File: src/erg_pkg.sv
// Package for the Euclidean rhythm generator: item structs, sequencer states
// and the control/status structs between sequencer and datapath. No dependencies.
package erg_pkg;

   localparam int STEP_W = 7;
   localparam int PAT_W  = 64;

   typedef struct packed {
      logic [STEP_W-1:0] steps;
      logic [STEP_W-1:0] pulses;
   } req_type;

   typedef struct packed {
      logic [PAT_W-1:0]  pattern;
      logic [STEP_W-1:0] pattern_length;
      logic              bad_request;
   } rsp_type;

   typedef enum logic [2:0] {
      ST_IDLE,
      ST_CHAIN,
      ST_REV,
      ST_SHIFT,
      ST_DONE
   } state_type;

   typedef struct packed {
      logic load;     // take a new item
      logic step;     // one subtraction, append the current group
      logic lvl_end;  // close a level of the chain
      logic rev;      // reverse the built pattern
      logic shr;      // shift toward the first onset
   } ctrl_type;

   typedef struct packed {
      logic skip;     // item needs no build (bad or no pulses)
      logic ge;       // dividend still covers the divisor
      logic top;      // working on the last level
      logic bit0;     // lowest pattern bit is an onset
   } stat_type;

endpackage

File: src/erg_ctrl.sv
// Sequencer of the Euclidean rhythm generator.
// Depends on erg_pkg.
module erg_ctrl import erg_pkg::*; (
   input  logic     clock,
   input  logic     reset,
   input  logic     start,
   input  stat_type stat,
   output ctrl_type ctrl,
   output logic     busy,
   output logic     done
);

   state_type state_ff, state_in;

   always_ff @(posedge clock) begin
      if (reset) begin
         state_ff <= ST_IDLE;
      end else begin
         state_ff <= state_in;
      end
   end

   always_comb begin
      state_in = state_ff;
      ctrl     = '0;
      case (state_ff)
         ST_IDLE: begin
            if (start) begin
               ctrl.load = 1'b1;
               state_in  = stat.skip ? ST_DONE : ST_CHAIN;
            end
         end
         ST_CHAIN: begin
            if (stat.ge) begin
               ctrl.step = 1'b1;
            end else begin
               ctrl.lvl_end = 1'b1;
               if (stat.top) begin
                  state_in = ST_REV;
               end
            end
         end
         ST_REV: begin
            ctrl.rev = 1'b1;
            state_in = ST_SHIFT;
         end
         ST_SHIFT: begin
            if (stat.bit0) begin
               state_in = ST_DONE;
            end else begin
               ctrl.shr = 1'b1;
            end
         end
         ST_DONE: begin
            state_in = ST_IDLE;
         end
         default: begin
            state_in = ST_IDLE;
         end
      endcase
   end

   assign busy = (state_ff != ST_IDLE);
   assign done = (state_ff == ST_DONE);

endmodule

File: src/erg_datapath.sv
// Datapath of the Euclidean rhythm generator: one subtract/compare unit for
// the quotient chain and shifters that append groups and align the result.
// Depends on erg_pkg.
module erg_datapath import erg_pkg::*; #(
   parameter int MAX_STEPS = 64
) (
   input  logic     clock,
   input  req_type  req,
   input  ctrl_type ctrl,
   output stat_type stat,
   output rsp_type  rsp
);

   logic [STEP_W-1:0]    div_ff, div_in, d_ff, d_in, n_ff, n_in;
   logic [STEP_W-1:0]    alen_ff, alen_in, blen_ff, blen_in, slen_ff, slen_in;
   logic [MAX_STEPS-1:0] a_ff, a_in, b_ff, b_in, s_ff, s_in;
   logic                 top_ff, top_in, bad_ff, bad_in;
   logic [STEP_W-1:0]    lim;
   logic [MAX_STEPS-1:0] s_with_a, s_with_b, rv;
   logic                 bad_now;

   assign bad_now = (req.steps == '0) || (req.steps > STEP_W'(MAX_STEPS)) ||
                    (req.pulses > req.steps);

   // On the last level the count itself is the number of groups left.
   assign lim      = top_ff ? STEP_W'(1) : d_ff;
   assign s_with_a = s_ff | (a_ff << slen_ff);
   assign s_with_b = s_ff | (b_ff << slen_ff);

   always_comb begin
      for (int i = 0; i < MAX_STEPS; i++) begin
         rv[i] = s_ff[MAX_STEPS-1-i];
      end
   end

   always_comb begin
      div_in  = div_ff;
      d_in    = d_ff;
      n_in    = n_ff;
      alen_in = alen_ff;
      blen_in = blen_ff;
      slen_in = slen_ff;
      a_in    = a_ff;
      b_in    = b_ff;
      s_in    = s_ff;
      top_in  = top_ff;
      bad_in  = bad_ff;
      if (ctrl.load) begin
         n_in    = req.steps;
         bad_in  = bad_now;
         div_in  = req.steps - req.pulses;
         d_in    = req.pulses;
         a_in    = '0;
         b_in    = MAX_STEPS'(1);
         alen_in = STEP_W'(1);
         blen_in = STEP_W'(1);
         s_in    = '0;
         slen_in = '0;
         top_in  = 1'b0;
      end else if (ctrl.step) begin
         div_in  = div_ff - lim;
         s_in    = s_with_a;
         slen_in = slen_ff + alen_ff;
      end else if (ctrl.lvl_end) begin
         if (top_ff) begin
            if (d_ff != '0) begin
               s_in    = s_with_b;
               slen_in = slen_ff + blen_ff;
            end
         end else begin
            // The remainder becomes the next divisor; the new group is S then B.
            a_in    = s_with_b;
            alen_in = slen_ff + blen_ff;
            b_in    = a_ff;
            blen_in = alen_ff;
            s_in    = '0;
            slen_in = '0;
            div_in  = d_ff;
            d_in    = div_ff;
            top_in  = (div_ff <= STEP_W'(1));
         end
      end else if (ctrl.rev) begin
         s_in = rv >> (STEP_W'(MAX_STEPS) - n_ff);
      end else if (ctrl.shr) begin
         s_in = s_ff >> 1;
      end
   end

   always_ff @(posedge clock) begin
      div_ff  <= div_in;
      d_ff    <= d_in;
      n_ff    <= n_in;
      alen_ff <= alen_in;
      blen_ff <= blen_in;
      slen_ff <= slen_in;
      a_ff    <= a_in;
      b_ff    <= b_in;
      s_ff    <= s_in;
      top_ff  <= top_in;
      bad_ff  <= bad_in;
   end

   assign stat.skip = bad_now || (req.pulses == '0);
   assign stat.ge   = (div_ff >= lim);
   assign stat.top  = top_ff;
   assign stat.bit0 = s_ff[0];

   assign rsp.pattern        = PAT_W'(s_ff);
   assign rsp.pattern_length = n_ff;
   assign rsp.bad_request    = bad_ff;

endmodule

File: src/euclidean_rhythm_generator_top.sv
// Top level of the Euclidean rhythm generator.
// Depends on erg_pkg, erg_ctrl and erg_datapath.
//
//   channel  | ports                    | handshake
//   request  | start, busy, req_data    | taken when start is high and busy is low
//   response | rsp_valid, rsp_data      | one-cycle strobe, always taken
//
// After acceptance an item runs through the quotient chain, one subtraction per quotient
// and one level close per chain level, then the reversal of the built pattern and the
// one-bit alignment shifts past the leading zero steps of the reversed pattern. The chain
// has a single subtractor. Bad or zero-pulse items show their result in the cycle after
// acceptance. Reset is synchronous and returns the sequencer to idle; the receiver
// cannot stall, and busy stays high through the result cycle.
module euclidean_rhythm_generator_top import erg_pkg::*; #(
   parameter int MAX_STEPS = 64
) (
   input  logic    clock,
   input  logic    reset,
   input  logic    start,
   output logic    busy,
   input  req_type req_data,
   output logic    rsp_valid,
   output rsp_type rsp_data
);

   ctrl_type ctrl;
   stat_type stat;
   logic     start_ok;

   assign start_ok = start && !busy;

   erg_ctrl u_ctrl (
      .clock (clock),
      .reset (reset),
      .start (start_ok),
      .stat  (stat),
      .ctrl  (ctrl),
      .busy  (busy),
      .done  (rsp_valid)
   );

   erg_datapath #(.MAX_STEPS(MAX_STEPS)) u_dp (
      .clock (clock),
      .req   (req_data),
      .ctrl  (ctrl),
      .stat  (stat),
      .rsp   (rsp_data)
   );

   a_one_strobe: assert property (@(posedge clock) disable iff (reset)
      rsp_valid |=> !rsp_valid) else $error("result strobe longer than one cycle");

   a_accept_busy: assert property (@(posedge clock) disable iff (reset)
      start_ok |=> busy) else $error("busy did not rise after an item");

   a_strobe_busy: assert property (@(posedge clock) disable iff (reset)
      rsp_valid |-> busy) else $error("result shown while idle");

   a_bad_zero: assert property (@(posedge clock) disable iff (reset)
      rsp_valid && rsp_data.bad_request |-> rsp_data.pattern == '0)
      else $error("bad item with nonzero pattern");

endmodule
File: config.mk
export PLATFORM = sky130hd
export DESIGN_NAME = euclidean_rhythm_generator_top
export DESIGN_NICKNAME = d
export VERILOG_FILES = /design/src/erg_pkg.sv /design/src/erg_ctrl.sv /design/src/erg_datapath.sv /design/src/euclidean_rhythm_generator_top.sv
export SDC_FILE = /design/constraint.sdc
export NUM_CORES = 1
export LEC_CHECK = 0
export BUFFER_PORTS_ARGS = -buffer_cell sky130_fd_sc_hd__buf_2
export CORE_MARGIN = 4
export CORE_UTILIZATION = 45
export DETAILED_ROUTE_END_ITERATION = 16
export PLACE_DENSITY = 0.62
export SLEW_MARGIN = 15
export SYNTH_ARGS = -nofsm -noshare
export SYNTH_HDL_FRONTEND = slang
export SYNTH_HIERARCHICAL = 1
export SYNTH_SLANG_ARGS = --single-unit
File: constraint.sdc
create_clock -name clock -period 4.1 [get_ports clock]
set_clock_uncertainty 0.2 [all_clocks]
set_input_delay 0.615 -clock clock [delete_from_list [all_inputs] [get_ports clock]]
set_output_delay 0.615 -clock clock [all_outputs]
set_load 0.01 [all_outputs]
==> summary.txt <==
Status
  – Status: finished, final reports clean

Die
  – I/O pins: 91
  – Row count: 84
  – Initial core utilization: 45.8%
  – Die ar.: 57,800 sq um
  – Width of the die: 240 um
  – Die height: about 240 um
  – Core area: between 50,000 and 60,000 sq um

Yosys
  – Top_reg_cell synth: dfxtp_1
  – Yosys Warn Count: 6
  – Compound-gate portion of the synthesized area: 26.4%
  – Async SR Flop Fraction: 0%
  – Post-synthesis simple-gate area fraction: ~14%
  – Largest family of logic cells by synthesized area: multiplexers
  – Flops & latches, synth: about 240
  – Post-Synth Adder-Cell Area: roughly 1.7%
  – Synth top area cells: dfxtp_1, mux4_2, mux2i_1, nand2_1, a22o_1
  – Synthesized net count: roughly 2,700
  – Syn_area_per_cell: between 9 and 10 sq um
  – Synth Instances: roughly 2,700
  – Dominant cell type by area after synthesis: dfxtp_1
  – Synth Area in XOR/XNOR: 0.720%
  – Yosys cell types: 102
  – Post-synthesis sequential area ratio: between 20 and 25%
  – Synthesized area: around 24,000 sq um
  – Yosys top cell area share: between 10% and 20%
  – Post-synthesis mux area share: between 30 and 40%
  – EDFF count, synth: 22

Global route
  – First-pass GRT wire length: 185 mm
  – Grt ovf: 0
  – Vias in the first global route: about 25,000
  – Largest net degree at the start of global routing: 64
  – GRT Resource Usage Total: around 43%
  – Initial antenna violation count: 6

Timing
  – Final setup fails: 0
  – Worst slew pin tran: between 1 and 1.5 ns
  – RSZ-0062 raised after global routing: false
  – Min cycle time layout: roughly 4 ns
  – Setup TNS: 0 ns
  – Final hold vios: 0
  – Fin worst setup slack: 0.0736 ns
  – Fin. max-slew vios: 0
  – Rel. slew slack: roughly 23%
  – Tcrit/Tclk final: around 98%
  – Fmax: 0.248 GHz

Placed design
  – IO buf count: 90
  – Placement Setup Slack: -0.273 ns
  – Gpl congestion: around 1.1
  – Dpl hpwl: around 100 mm

Power and ir drop
  – Sw power: around 15 mW
  – Combinational group share of total power: between 70% and 80%
  – P_leak: about 11 nW
  – Clock group share of total power: between 10% and 20%
  – Peak supply drop: ~1200 uV
  – Sequential Power Share: between 10% and 20%
  – Internal Power: 12.2 mW
  – Sw frac: between 50% and 60%
  – PD cells: slightly below 1000 nW/um^2

Run
  – Max Cap Viol: 0

Clocking
  – Clock transition at the registers of the reported paths: approximately 0.060 ns
  – H-Tree Level Count: 1
  – Cts bufs inserted: 30
  – Clk_lat worst skew: 0.61 ns
  – CTS tree: done
  – # clock sinks: 239
  – Root Driver: clkbuf_16
  – CTS Buffer Depth: 3

Cells and area
  – Most frequent cells in the layout: nand2_1, buf_4, dfxtp_1
  – Fillers: between 4,000 and 5,000
  – Most common cell after layout, fill and taps aside: nand2_1
  – Seq. cell area: roughly 5000 sq um
  – Area growth syn-to-layout: 14.6%
  – Fin nets: approximately 2,900
  – Fin util: between 50% and 60%
  – Multi-input gate area: 18,000 sq um
  – Layout cells sized above 1: 25.9%

Setup path
  – Crit path required time: roughly 4.4 ns
  – Arr. time, crit path: 4.28 ns
  – Setup crit end kind: register
  – Crit path kind: reg2reg
  – CP max FO: 29
  – CP Launch Type: register

Detailed routing
  – Antenna viol nets, final: 0
  – Post-Route WL: ~130 mm
  – DRC violations left: 0
  – Pre-Repair DR Iteration Count: 6
  – Vias per std cell: between 7 and 8
  – Total number of vias: about 27,000
  – First DRT Iteration DRCs: approximately 4,700
  – DR WL/cell: 36.7 um

Worst hold path
  – HP Class: in2reg
per-layer routing:
layer	GRT usage [%]	share of wire, %	routed length [um]
met4	16.7	5.3	6870
met3	11.8	14	17600
met5	0	0.017	22
met2	64.4	42	55200
met1	60.5	39	50300
path summary, 6_finish.rpt:
path / from / endpoint / slack [ns] / depth (start not counted)
max: u_dp/slen_ff[1] / u_dp/s_ff[47] / 0.07 / 8
min: req_data[9] / u_dp/n_ff[2] / 0.01 / 1
max reg2reg: u_dp/slen_ff[1] / u_dp/s_ff[47] / 0.07 / 8
min reg2reg: u_dp/b_ff[63] / u_dp/b_ff[63] / 0.28 / 1
kinds of logic after synthesis:
family / after synthesis
XOR/XNOR: 20
buffers and inverters: 299
flip-flops: 239
multiplexers: 459
AND/OR/NAND/NOR: 747
adder cells (fa/ha/maj): 31
AO/OA/AOI/OAI: 900
layout make-up:
type                    count  share of cell area (%)
flip-flops and latches    239                    18.0
inverters                  45                   0.606
multi-input cells        2157                    64.5
diodes                      2                  0.0180
clock inverters            16                   0.637
repair buffers            357                    10.1
well taps                 688                    3.09
clock buffers              40                    3.05
cell usage after synthesis (24+ instances only):
| cell type | count |
|---|---|
| o21ai_0 | 164 |
| mux2_2 | 74 |
| nand3_1 | 30 |
| o221ai_1 | 30 |
| nor2_1 | 211 |
| nand2_1 | 336 |
| o22ai_1 | 49 |
| dfxtp_1 | 217 |
| a22o_1 | 107 |
| mux4_1 | 32 |
| a22oi_1 | 47 |
| clkbuf_1 | 127 |
| a21oi_1 | 160 |
| mux2i_1 | 164 |
| o211ai_1 | 28 |
| buf_2 | 58 |
| inv_1 | 41 |
| buf_1 | 24 |
| nor3_1 | 43 |
| ha_1 | 27 |
| a211oi_1 | 51 |
| a221oi_1 | 46 |
| mux4_2 | 181 |
stage by stage:
| stage | instance area [sq um] | cells | power (mW) | hold WS, ns |
|---|---|---|---|---|
| global route | 27900 | 3542 | 28.0 | 0.0116 |
| floorplan | 24300 | 2695 | 15.4 | 0.245 |
| detailed placement | 26700 | 3481 | 23.4 | 0.270 |
| global placement | 26700 | 3481 | 23.3 | 0.265 |
| CTS | 27800 | 3538 | 26.3 | 0.00154 |
| finish | 27900 | 3544 | 27.4 | 0.0132 |
sequential cells by signal, indices dropped and copies added (netlist names):
name,count
u_dp/a_ff,64
u_dp/top_ff,1
u_dp/div_ff,7
u_dp/b_ff,64
u_dp/bad_ff,1
u_dp/blen_ff,7
u_dp/d_ff,7
u_dp/slen_ff,7
u_dp/alen_ff,7
u_dp/s_ff,64
u_ctrl/state_ff,3
u_dp/n_ff,7
worst max-delay path, stage by stage, from the launching register on:
cell and delay, ns:
dfxtp_4 0.67, buf_12 0.29, mux4_1 0.73, mux2i_1 0.36, nor2_1 0.06, o21ai_0 0.62
o21ai_0 0.21, a211oi_1 0.49, o22ai_1 0.18
repair_timing:
item | 4_1_cts | 5_1_grt
setup buffers | 0 | 4
pin swaps | 0 | 1
endpoints found under the setup margin | 1 | 194
hold buffers | 1 | 0
hold endpoints to repair | 1 | 0
resized for setup | 2 | 10
power by group through the flow:
stage	clock network (mW)	registers, mW	logic, mW
after floorplan	0	4.23	11.2
after global placement	0	5.25	18.0
after detailed placement	0	5.29	18.1
after CTS	2.84	5.24	18.2
after global routing	2.93	5.38	19.7
final	2.83	5.35	19.2
(Power assumes the default switching activity.)
